### config.mk
export PLATFORM = sky130hd
export DESIGN_NAME = accel_tilt_pitch_roll_smoother_unit
export DESIGN_NICKNAME = d
export VERILOG_FILES = /design/src/hdl/atps_pkg.sv /design/src/hdl/atps_isqrt.sv /design/src/hdl/atps_cordic.sv /design/src/hdl/accel_tilt_pitch_roll_smoother_unit.sv
export SDC_FILE = /design/constraint.sdc
export NUM_CORES = 2
export LEC_CHECK = 0
export BUFFER_PORTS_ARGS = -buffer_cell sky130_fd_sc_hd__buf_2
export CAP_MARGIN = 20
export CELL_PAD_IN_SITES_DETAIL_PLACEMENT = 1
export CELL_PAD_IN_SITES_GLOBAL_PLACEMENT = 1
export CORE_MARGIN = 10
export CORE_UTILIZATION = 45
export DETAILED_ROUTE_END_ITERATION = 8
export PLACE_DENSITY_LB_ADDON = 0.1
export SETUP_SLACK_MARGIN = 0.15
export SYNTH_ARGS = -nofsm -noshare
export SYNTH_HDL_FRONTEND = slang
export SYNTH_SLANG_ARGS = --single-unit
export TNS_END_PERCENT = 1
### constraint.sdc
create_clock -name clk -period 16.9 [get_ports clk]
set_clock_uncertainty 0.2 [all_clocks]
set_input_delay 0 -clock clk [delete_from_list [all_inputs] [get_ports clk]]
set_output_delay 0 -clock clk [all_outputs]
set_load 0.02 [all_outputs]
### src/hdl/atps_pkg.sv
// Package for the accelerometer tilt smoother: widths, constants, arctangent table.
// No dependencies.
`timescale 1ns / 1ps
package atps_pkg;
	localparam int CordicSteps = 16;
	localparam int AngleFracBits = 8;
	localparam int TableFracBits = 24;
	localparam int DW = 48;
	localparam int AW = 34;

	localparam logic [4:0] RegSwapAxes = 5'd0;
	localparam logic [4:0] RegMirrorPitch = 5'd4;
	localparam logic [4:0] RegMirrorRoll = 5'd8;
	localparam logic [4:0] RegPitchOffset = 5'd12;
	localparam logic [4:0] RegRollOffset = 5'd16;

	function automatic logic [AW-1:0] atan_q24(input logic [4:0] i);
		case (i)
			5'd0: atan_q24 = 34'd754974720;
			5'd1: atan_q24 = 34'd445687602;
			5'd2: atan_q24 = 34'd235489088;
			5'd3: atan_q24 = 34'd119537938;
			5'd4: atan_q24 = 34'd60000934;
			5'd5: atan_q24 = 34'd30029717;
			5'd6: atan_q24 = 34'd15018523;
			5'd7: atan_q24 = 34'd7509720;
			5'd8: atan_q24 = 34'd3754917;
			5'd9: atan_q24 = 34'd1877466;
			5'd10: atan_q24 = 34'd938734;
			5'd11: atan_q24 = 34'd469367;
			5'd12: atan_q24 = 34'd234684;
			5'd13: atan_q24 = 34'd117342;
			5'd14: atan_q24 = 34'd58671;
			5'd15: atan_q24 = 34'd29335;
			5'd16: atan_q24 = 34'd14668;
			5'd17: atan_q24 = 34'd7334;
			5'd18: atan_q24 = 34'd3667;
			5'd19: atan_q24 = 34'd1833;
			5'd20: atan_q24 = 34'd917;
			5'd21: atan_q24 = 34'd458;
			5'd22: atan_q24 = 34'd229;
			5'd23: atan_q24 = 34'd115;
			default: atan_q24 = '0;
		endcase
	endfunction
endpackage

### src/hdl/atps_isqrt.sv
// Bit-serial integer square root, two radicand bits per cycle.
// Depends on atps_pkg.
`timescale 1ns / 1ps
module atps_isqrt (
	input  logic        clk,
	input  logic        arst_n,
	input  logic        start,
	input  logic [63:0] radicand,
	output logic        done,
	output logic [31:0] root,
	output logic [32:0] rem
);
	import atps_pkg::*;
	logic [63:0] v_q;
	logic [33:0] r_q;
	logic [33:0] rm_q;
	logic [5:0] cnt_q;
	logic busy_q;
	logic [35:0] trial;
	logic [35:0] shifted;
	assign shifted = {rm_q, v_q[63:62]};
	assign trial = shifted - {r_q, 2'b01};
	always_ff @(posedge clk or negedge arst_n) begin
		if (!arst_n) begin
			busy_q <= 1'b0;
			cnt_q <= '0;
			done <= 1'b0;
		end else begin
			done <= 1'b0;
			if (start) begin
				busy_q <= 1'b1;
				cnt_q <= '0;
			end else if (busy_q) begin
				cnt_q <= cnt_q + 6'd1;
				if (cnt_q == 6'd31) begin
					busy_q <= 1'b0;
					done <= 1'b1;
				end
			end
		end
	end
	always_ff @(posedge clk) begin
		if (start) begin
			v_q <= radicand;
			r_q <= '0;
			rm_q <= '0;
		end else if (busy_q) begin
			v_q <= {v_q[61:0], 2'b00};
			if (!trial[35]) begin
				rm_q <= trial[33:0];
				r_q <= {r_q[32:0], 1'b1};
			end else begin
				rm_q <= shifted[33:0];
				r_q <= {r_q[32:0], 1'b0};
			end
		end
	end
	assign root = r_q[31:0];
	assign rem = rm_q[32:0];
endmodule

### src/hdl/atps_cordic.sv
// Shared CORDIC vectoring unit, one iteration per cycle, angle in degrees Q24.
// Depends on atps_pkg.
`timescale 1ns / 1ps
module atps_cordic (
	input  logic                           clk,
	input  logic                           arst_n,
	input  logic                           start,
	input  logic signed [atps_pkg::DW-1:0] yin,
	input  logic signed [atps_pkg::DW-1:0] xin,
	output logic                           done,
	output logic signed [atps_pkg::AW-1:0] angle
);
	import atps_pkg::*;
	logic signed [DW-1:0] x_q, y_q;
	logic signed [AW-1:0] a_q;
	logic [4:0] i_q;
	logic busy_q;
	logic signed [DW-1:0] xs, ys;
	assign xs = x_q >>> i_q;
	assign ys = y_q >>> i_q;
	always_ff @(posedge clk or negedge arst_n) begin
		if (!arst_n) begin
			busy_q <= 1'b0;
			done <= 1'b0;
			i_q <= '0;
		end else begin
			done <= 1'b0;
			if (start) begin
				busy_q <= 1'b1;
				i_q <= '0;
			end else if (busy_q) begin
				i_q <= i_q + 5'd1;
				if (i_q == 5'(CordicSteps - 1) || y_q == '0) begin
					busy_q <= 1'b0;
					done <= 1'b1;
				end
			end
		end
	end
	always_ff @(posedge clk) begin
		if (start) begin
			if (xin < 0) begin
				x_q <= -xin;
				y_q <= -yin;
				a_q <= (yin >= 0) ? (AW'(180) <<< TableFracBits)
					: -(AW'(180) <<< TableFracBits);
			end else begin
				x_q <= xin;
				y_q <= yin;
				a_q <= '0;
			end
		end else if (busy_q && y_q != '0) begin
			if (y_q > 0) begin
				x_q <= x_q + ys;
				y_q <= y_q - xs;
				a_q <= a_q + $signed(atan_q24(i_q));
			end else begin
				x_q <= x_q - ys;
				y_q <= y_q + xs;
				a_q <= a_q - $signed(atan_q24(i_q));
			end
		end
	end
	assign angle = a_q;
endmodule

### src/hdl/accel_tilt_pitch_roll_smoother_unit.sv
// Top level of the tilt smoother: sequencer, registers, smoothing filter.
// Depends on atps_pkg, atps_isqrt and atps_cordic.
// Steps from the input transfer to a valid result: two root passes, two CORDIC runs
// and a load into the output register.
// A new sample is accepted only in idle, after the previous result has been loaded; a CORDIC
// run that reaches zero ends early, and a zero vector is dropped after the first root pass.
// A result waits in the output register; the block stalls only when the next result
// is ready before the previous one has been taken.
// Asynchronous reset clears registers, filter state and the primed flag.
`timescale 1ns / 1ps
module accel_tilt_pitch_roll_smoother_unit (
	input  logic        clk,
	input  logic        arst_n,
	input  logic        s_axis_tvalid,
	output logic        s_axis_tready,
	input  logic [47:0] s_axis_tdata, // accel_x, accel_y, accel_z
	output logic        m_axis_tvalid,
	input  logic        m_axis_tready,
	output logic [87:0] m_axis_tdata, // g_force, raw_pitch, raw_roll, smooth_pitch, smooth_roll
	input  logic        psel,
	input  logic        penable,
	input  logic        pwrite,
	input  logic [4:0]  paddr,
	input  logic [31:0] pwdata,
	output logic [31:0] prdata,
	output logic        pready
);
	import atps_pkg::*;
	typedef enum logic [9:0] {
		S_IDLE = 10'd1, S_G = 10'd2, S_GW = 10'd4, S_R = 10'd8, S_RW = 10'd16,
		S_P = 10'd32, S_PW = 10'd64, S_L = 10'd128, S_LW = 10'd256, S_OUT = 10'd512
	} state_t;
	state_t st_q;
	logic swap_q, mp_q, mr_q;
	logic signed [16:0] poff_q, roff_q;
	logic signed [13:0] x_q, y_q, z_q;
	logic [13:0] g_q;
	logic [31:0] r_q;
	logic signed [15:0] rp_q;
	logic signed [16:0] rr_q;
	logic signed [17:0] pf_q, rf_q;
	logic primed_q;
	logic out_v_q;
	logic [87:0] tdata_q;
	logic out_load;
	logic sq_start, sq_done, cd_start, cd_done;
	logic [63:0] rad;
	logic [31:0] root;
	logic [32:0] rem;
	logic signed [DW-1:0] cy, cx;
	logic signed [AW-1:0] ang;
	logic signed [AW-1:0] angr;
	logic signed [27:0] sx2, sy2, sz2;
	logic wr;
	assign pready = 1'b1;
	assign wr = psel && penable && pwrite;
	always_ff @(posedge clk or negedge arst_n) begin
		if (!arst_n) begin
			swap_q <= 1'b0; mp_q <= 1'b0; mr_q <= 1'b0;
			poff_q <= '0; roff_q <= '0;
		end else if (wr) begin
			unique case (paddr)
				RegSwapAxes: swap_q <= pwdata[0];
				RegMirrorPitch: mp_q <= pwdata[0];
				RegMirrorRoll: mr_q <= pwdata[0];
				RegPitchOffset: poff_q <= pwdata[16:0];
				RegRollOffset: roff_q <= pwdata[16:0];
				default: ;
			endcase
		end
	end
	always_comb begin
		unique case (paddr)
			RegSwapAxes: prdata = {31'd0, swap_q};
			RegMirrorPitch: prdata = {31'd0, mp_q};
			RegMirrorRoll: prdata = {31'd0, mr_q};
			RegPitchOffset: prdata = {{15{poff_q[16]}}, poff_q};
			RegRollOffset: prdata = {{15{roff_q[16]}}, roff_q};
			default: prdata = '0;
		endcase
	end
	assign sx2 = x_q * x_q;
	assign sy2 = y_q * y_q;
	assign sz2 = z_q * z_q;
	assign rad = (st_q == S_G) ? 64'(sx2) + 64'(sy2) + 64'(sz2)
		: {32'(sy2) + 32'(sz2), 32'd0};
	assign sq_start = (st_q == S_G) || (st_q == S_R);
	assign cd_start = (st_q == S_P) || (st_q == S_L);
	assign cy = (st_q == S_P) ? -(DW'(x_q) <<< 16) : (DW'(y_q) <<< 16);
	assign cx = (st_q == S_P) ? DW'({1'b0, r_q}) : (DW'(z_q) <<< 16);
	atps_isqrt u_sqrt (.clk, .arst_n, .start(sq_start), .radicand(rad), .done(sq_done),
		.root, .rem);
	atps_cordic u_cordic (.clk, .arst_n, .start(cd_start), .yin(cy), .xin(cx),
		.done(cd_done), .angle(ang));
	assign angr = (ang + (AW'(1) <<< (TableFracBits - AngleFracBits - 1)))
		>>> (TableFracBits - AngleFracBits);
	function automatic logic signed [17:0] filt(input logic signed [17:0] f,
		input logic signed [18:0] lvl, input logic pr);
		logic signed [27:0] d;
		logic signed [27:0] v;
		begin
			d = (28'(lvl) - 28'(f)) * 28'sd77 + 28'sd128;
			v = pr ? 28'(f) + (d >>> 8) : 28'(lvl);
			if (v > 28'sd131071) filt = 18'sd131071;
			else if (v < -28'sd131072) filt = -18'sd131072;
			else filt = v[17:0];
		end
	endfunction
	logic signed [18:0] lp, lr;
	logic signed [16:0] pm, rm;
	logic signed [16:0] rsrc;
	assign rsrc = (st_q == S_LW) ? 17'(angr) : rr_q;
	assign pm = mp_q ? -17'(rp_q) : 17'(rp_q);
	assign rm = mr_q ? -rsrc : rsrc;
	assign lp = 19'(pm) - 19'(poff_q);
	assign lr = 19'(rm) - 19'(roff_q);
	assign s_axis_tready = (st_q == S_IDLE);
	assign out_load = (st_q == S_OUT) && (!out_v_q || m_axis_tready);
	assign m_axis_tvalid = out_v_q;
	assign m_axis_tdata = tdata_q;
	always_ff @(posedge clk or negedge arst_n) begin
		if (!arst_n) begin
			out_v_q <= 1'b0;
		end else if (out_load) begin
			out_v_q <= 1'b1;
		end else if (m_axis_tready) begin
			out_v_q <= 1'b0;
		end
	end
	always_ff @(posedge clk or negedge arst_n) begin
		if (!arst_n) begin
			st_q <= S_IDLE; pf_q <= '0; rf_q <= '0; primed_q <= 1'b0;
		end else begin
			unique case (st_q)
				S_IDLE: if (s_axis_tvalid) begin
					st_q <= S_G;
				end
				S_G: st_q <= S_GW;
				S_GW: if (sq_done) begin
					st_q <= (root == '0 && rem == '0) ? S_IDLE : S_R;
				end
				S_R: st_q <= S_RW;
				S_RW: if (sq_done) begin
					st_q <= S_P;
				end
				S_P: st_q <= S_PW;
				S_PW: if (cd_done) begin
					st_q <= S_L;
				end
				S_L: st_q <= S_LW;
				S_LW: if (cd_done) begin
					st_q <= S_OUT;
					pf_q <= filt(pf_q, lp, primed_q);
					rf_q <= filt(rf_q, lr, primed_q);
					primed_q <= 1'b1;
				end
				S_OUT: if (out_load) begin
					st_q <= S_IDLE;
				end
				default: st_q <= S_IDLE;
			endcase
		end
	end
	always_ff @(posedge clk) begin
		if (st_q == S_IDLE && s_axis_tvalid) begin
			x_q <= s_axis_tdata[13:0];
			y_q <= s_axis_tdata[27:14];
			z_q <= s_axis_tdata[41:28];
		end
		if (st_q == S_GW && sq_done) begin
			g_q <= 14'((rem > 33'(root)) ? root + 32'd1 : root);
			if (swap_q) begin
				x_q <= y_q;
				y_q <= x_q;
			end
		end
		if (st_q == S_RW && sq_done) r_q <= root;
		if (st_q == S_PW && cd_done) rp_q <= 16'(angr);
		if (st_q == S_LW && cd_done) rr_q <= 17'(angr);
		if (out_load) tdata_q <= {5'd0, rf_q, pf_q, rm, pm[15:0], g_q};
	end
	assert property (@(posedge clk) disable iff (!arst_n)
		m_axis_tvalid && !m_axis_tready |=> m_axis_tvalid && $stable(m_axis_tdata))
		else $error("result transfer changed while stalled");
	assert property (@(posedge clk) disable iff (!arst_n) $onehot(st_q))
		else $error("state not one-hot");
	assert property (@(posedge clk) disable iff (!arst_n) m_axis_tvalid |-> primed_q)
		else $error("result before filter primed");
endmodule
# After elaboration in Yosys (flattened, before gate mapping)
# Memories as Yosys holds them, arrays and structs flattened.
# Index checks and enable logic that the tools add are counted.
# classes
n_bitwise	0
muxes	69
reduce_logical	31
n_addsub	27
n_shift	2
magnitude_cmp	8
multipliers	5
n_eq_ne	22
n_div	0
# ops
cell	count
48-bit 2-to-1 mux	10
34-bit 2-to-1 mux	12
64-bit 2-to-1 mux	3
32-bit one-hot mux with 5 select lines	1
10-bit one-hot mux with 10 select lines	1
14-bit 2-to-1 mux	7
48-bit adder	2
48-bit negator	2
48-bit by 5-bit >>> shifter with 48-bit output	2
48-bit subtractor	2
14-bit by 14-bit multiplier with 28-bit output	3
18-bit 2-to-1 mux	4
10-bit 2-to-1 mux	6
28-bit by 28-bit adder with 29-bit output	2
27-bit by 9-bit adder with 28-bit output (second input constant)	2
28-bit by 18-bit greater-than comparator with 1-bit output (second input constant)	2
28-bit by 18-bit less-than comparator with 1-bit output (second input constant)	2
28-bit 2-to-1 mux	2
19-bit by 8-bit multiplier with 27-bit output (second input constant)	2
17-bit 2-to-1 mux	3
48-bit by 1-bit >= comparator with 1-bit output (second input constant)	1
48-bit by 1-bit greater-than comparator with 1-bit output (second input constant)	1
48-bit logical NOT	1
48-bit by 1-bit less-than comparator with 1-bit output (second input constant)	1
other kinds (45)	90
# totals
n_memories	2
latchBits	0
reg_bits	566
input_bits	92
word_cells	196
mem_bits_rw	0
mem_bits_ro	1920
output_inout_bits	123
# memory_table
name	words	word_bits	rd	rd_ports_with_merged_regs	write_ports	line_no	source
(name not given)	32	30	1	0	0	atps_pkg.sv:18	case (i)
(name not given)	32	30	1	0	0	atps_pkg.sv:18	

# Longest topological paths before layout
# depth
ltp_word	13
depth_mapped	54
ltp_nobuf	50

# Modules after synthesis
# From an unflattened synthesis, not the netlist that was laid out.
# unflattened
cells_unflattened	8686
area_unflattened_um2	80039.3
# modules_own_cells
mod	n_inst	area_per_inst_um2	cells_per_inst
accel_tilt_pitch_roll_smoother_unit	1	46804.9	4904
atps_cordic	1	25086.6	3005
atps_isqrt	1	8147.8	777

# Worst setup path after synthesis
# No wires, ideal clock.
# synth_timing
path_type	flip-flop to flip-flop
from	register y_q[4]
to	register u_sqrt.v_q[52], data pin
t_arrival_ps	12030
stages_incl_launch_ff	44
path_buffers	3
path_slack_ps	4524
cell_sequence	dfxtp_1 clkbuf_1 clkbuf_1 and2_1 fa_1 fa_1 fa_1 inv_1 fa_1 fa_1 inv_1 fa_1 ha_1 o21a_1 nor2_1 nor2b_1 o41ai_1 a21oi_1 (+8 left out) fa_1 inv_1 fa_1 inv_1 fa_1 fa_1 inv_1 fa_1 xor2_1 xnor2_1 xnor2_1 xnor2_1 and3_1 and3_1 nor4_1 clkbuf_1 a21oi_1 a21oi_1
# synth_via
elab_chain_cells	5
elab_cells_between_ends	6
classes_between	add/sub (3); mul (1); mux (2)
# synth_lines
item	line_no	source
start: declaration	accel_tilt_pitch_roll_smoother_unit.sv:36	logic signed [13:0] x_q, y_q, z_q;
start signal: assignment	accel_tilt_pitch_roll_smoother_unit.sv:167	y_q <= s_axis_tdata[27:14];
start signal: assignment	accel_tilt_pitch_roll_smoother_unit.sv:174	y_q <= x_q;
14-bit by 14-bit multiplier with 28-bit output *	accel_tilt_pitch_roll_smoother_unit.sv:83	assign sy2 = y_q * y_q;
28-bit by 28-bit adder with 29-bit output	accel_tilt_pitch_roll_smoother_unit.sv:85	assign rad = (st_q == S_G) ? 64'(sx2) + 64'(sy2) + 64'(sz2)
29-bit by 28-bit adder with 30-bit output	accel_tilt_pitch_roll_smoother_unit.sv:85	
64-bit 2-to-1 mux *	accel_tilt_pitch_roll_smoother_unit.sv:85	
64-bit 2-to-1 mux *	atps_isqrt.sv:43	if (start) begin
end signal: assignment	atps_isqrt.sv:44	v_q <= radicand;
end signal: assignment	atps_isqrt.sv:48	v_q <= {v_q[61:0], 2'b00};
end: declaration	atps_isqrt.sv:14	logic [63:0] v_q;
# Every way passes the cells marked *; elsewhere a longest branch is shown, timed or not.
# A chain may end at the register's enable or synchronous reset.

# Worst setup path in the final report
# layout_timing
from	register y_q[2]
to	register u_sqrt.v_q[62], data pin
# The elaborated chain is that of the path after synthesis.

==> results.sh <==
export IMPL_setup_slack_ns=3.15
export IMPL_tightest_slew_ns=1.19
export IMPL_cts_htree_levels=3
export IMPL_insertion_delay_ns=0.73
export IMPL_globalplace_congestion=0.937
export IMPL_ant_nets=0
export IMPL_wl_um=249000
export IMPL_grt_pass1_wl_um=391000
export IMPL_yosys_area_top_type="fa_1"
export IMPL_vias_per_cell=5.88
export IMPL_crit_required_ns=17.14
export IMPL_synth_top_family_by_area="adder cells"
export IMPL_cts_tree="yes"
export IMPL_fmax_mhz=72.7
export IMPL_routedWlPerCell_um=23.6
export IMPL_layout_nets=9746
export IMPL_vias=61900
export IMPL_start_util_pct=45.4
export IMPL_synth_xor_area_share_pct=6.82
export IMPL_core_area_mm2=0.165
export IMPL_drt_initial_drc_count=4136
export IMPL_track_usage_pct=26.6
export IMPL_place_hpwl_um=196000
export IMPL_muxShareOfSynthArea_pct=7.25
export IMPL_period_minus_slack_ns=13.75
export IMPL_grt_pass1_vias=66000
export IMPL_cts_sinks=565
export IMPL_cts_clk_slew_worst_paths_ns=0.07
export IMPL_period_share_pct=81.4
export IMPL_syn_avg_cell_area_um2=9.22
export IMPL_die_y_um=428
export IMPL_synthFlopType="edfxtp_1"
export IMPL_fin_tns_setup_ns=0
export IMPL_synth_seq_cells=565
export IMPL_ys_top_cells_by_area="fa_1 (18%), edfxtp_1 (15%), ha_1 (11%)"
export IMPL_cts_buffers=75
export IMPL_timing_critical_path_to_type="flop"
export IMPL_slew_viol_final=0
export IMPL_cp_slowest_cell="dfxtp_1"
export IMPL_path_max_fanout=24
export IMPL_max_cap_viol_count=0
export IMPL_rsz0062_at_grt="false"
export IMPL_synth_edf_count=369
export IMPL_cts_buffer_depth=3
export IMPL_seq_area_frac_synth_pct=20.7
export IMPL_overflow=0
export IMPL_yosys_area_share_adder_pct=29.6
export IMPL_critPathArrivalTime_ns=13.99
export IMPL_die_w_um=428
export IMPL_netlist_instances=8141
export IMPL_critical_path_max_stage_delay_ns=0.97
export IMPL_crit_family="adder cells"
export IMPL_drc=0
export IMPL_finalHoldViolCount=0
export IMPL_slew_headroom_pct=19.8
export IMPL_first_pass_iters=5
export IMPL_crit_top_cell="fa_1"
export IMPL_start_kind="flop"
export IMPL_rows=149
export IMPL_status="finished, final reports clean"
export IMPL_cts_root_buf="clkbuf_16"
export IMPL_pre_cts_ws_ns=3.25
export IMPL_async_reset_ff_share_pct=17.7
export IMPL_synth_simple_gate_area_share_pct=13.3
export IMPL_criticalPathCategory="reg2reg"
export IMPL_hp_class="in2reg"
export IMPL_ios=215
export IMPL_layout_drive_gt1_share_pct=8.29
export IMPL_final_setup_viol_count=0
export IMPL_antenna_found_initial=8
export IMPL_dieArea_mm2=0.184
export IMPL_path_buf_inv=6
export IMPL_yosysWarnings=0
export IMPL_netlist_area_leader_share_pct=18.1
export IMPL_syn_to_final_growth_pct=9.42
export IMPL_synth_compound_area_share_pct=15.2
export IMPL_io_buffers=187
export IMPL_postCtsSetupBuffers=0
export IMPL_grt_max_degree=122
export IMPL_synth_distinct_cells=103
export IMPL_synth_area_mm2=0.0751
## state kept, by name (all words and copies together), names as in the netlist, 5 cells and up
name	cells
m_axis_tdata	83
u_sqrt.v_q	64
u_cordic.x_q	48
u_cordic.y_q	48
u_sqrt.r_q	34
u_sqrt.rm_q	34
u_cordic.angle	33
r_q	32
pf_q	18
rf_q	18
poff_q	17
roff_q	17
rr_q	17
rp_q	16
g_q	14
x_q	14
y_q	14
z_q	14
st_q	10
u_sqrt.cnt_q	6
u_cordic.i_q	5
## layer usage
metal  track usage, %  vias to the layer above  part of all wire [%]
li1                 -                    28400                     -
met1             34.8                    31700                    43
met2             45.3                     1398                    48
met3             3.24                      409                   4.5
met4             9.40                        8                   4.0
met5                0                        -                 0.020
## cell families (layout without fill, tap and decap cells)
group	after synthesis	in the layout
other	2	9
xor gates and xnor gates	583	583
AOI/OAI and AO/OA	1777	1777
DFF	565	565
adders and majority gates	1368	1368
and+or+nand+nor	2080	2080
muxes	398	398
buffers and inverters	1368	1570
## per-stage QoR
step | util (%) | cell area, um^2 | instances | hold WS, ns
finish | 49.7 | 82100 | 10500 | 0.0920
global placement | 47.2 | 78000 | 10300 | -0.146
floorplan | - | 75100 | 8147 | -0.496
global route | 49.7 | 82100 | 10500 | 0.0762
detailed placement | 47.2 | 78000 | 10300 | -0.143
CTS | 49.6 | 82100 | 10500 | 0.0280
## tightest hold or removal path, delay by kind of cell
| kind | cells | cell delay [ns] |
|---|---|---|
| buffers and inverters | 2 | 0.69 |
| AO/OA/AOI/OAI | 1 | 0.13 |
| multiplexers | 1 | 0.10 |
## cells in the mapped netlist, types with 66 or more instances
library cell / instances
inv_1: 1017
ha_1: 688
fa_1: 680
nor2_1: 599
nand2_1: 563
a21oi_1: 514
o21ai_0: 414
xnor2_1: 395
edfxtp_1: 369
clkbuf_1: 231
mux2i_1: 199
xor2_1: 187
and2_1: 182
a21o_1: 179
nor3_1: 137
nand3_1: 108
dfrtp_1: 99
mux2_2: 98
dfxtp_1: 96
nand2b_1: 92
mux4_2: 82
nor2b_1: 78
and3_1: 66
o21a_1: 66
## path summary, 6_finish.rpt
path,startpoint,to,slack [ns],cells after the start
worst min register to register,g_q[4]$_DFFE_PP_,m_axis_tdata[4]$_DFFE_PP_,0.21,0
min in group asynchronous,arst_n,pf_q[13]$_DFFE_PN0P_,0.23,4
worst min-delay path,s_axis_tdata[2],x_q[2]$_DFF_P_,0.09,4
max in group asynchronous,arst_n,u_sqrt.busy_q$_DFF_PN0_,15.21,4
worst max register to register,y_q[2]$_DFF_P_,u_sqrt.v_q[62]$_DFFE_PP_,3.15,41
worst max-delay path,y_q[2]$_DFF_P_,u_sqrt.v_q[62]$_DFFE_PP_,3.15,41
## cell type report
| type | count | area [um^2] |
|---|---|---|
| clock buffers | 98 | 2120 |
| inverters | 1025 | 3850 |
| clock inverters | 42 | 658 |
| flip-flops and latches | 565 | 15500 |
| diodes | 1 | 2.50 |
| multi-input cells | 6214 | 54300 |
| repair buffers | 405 | 2950 |
| fillers | 18900 | 83200 |
| well taps | 2189 | 2740 |
## timing repair
item / CTS / global route
resized for setup: 0 / 0
endpoints found under the hold margin: 219 / 0
hold buffers: 127 / 0
## cells in the final DEF (no fill, tap or decap), drive strengths merged, types with 23 or more instances in the layout
cell and instances:
o21a 66, nor2b 78, dlygate4sd3 126, mux2 98, a21oi 514, xor2 187
clkbuf 98, o22ai 26, nor4 51, a21o 179, xnor2 395, edfxtp 369
dfrtp 99, nand3 108, dfxtp 96, a22o 37, nor3 140, o21bai 40
a211oi 55, ha 688, o31ai 51, or2 34, fa 680, a31oi 62
nand2 564, o22a 29, o211ai 42, nand4 40, inv 1029, o21ai 419
buf 279, or3 48, nor2 600, mux2i 199, mux4 101, and2 183
clkinv 23, and3 66, nand2b 92
Power is not shown: default switching activity piles up to over one toggle a cycle in this logic, so the estimate is an artifact.
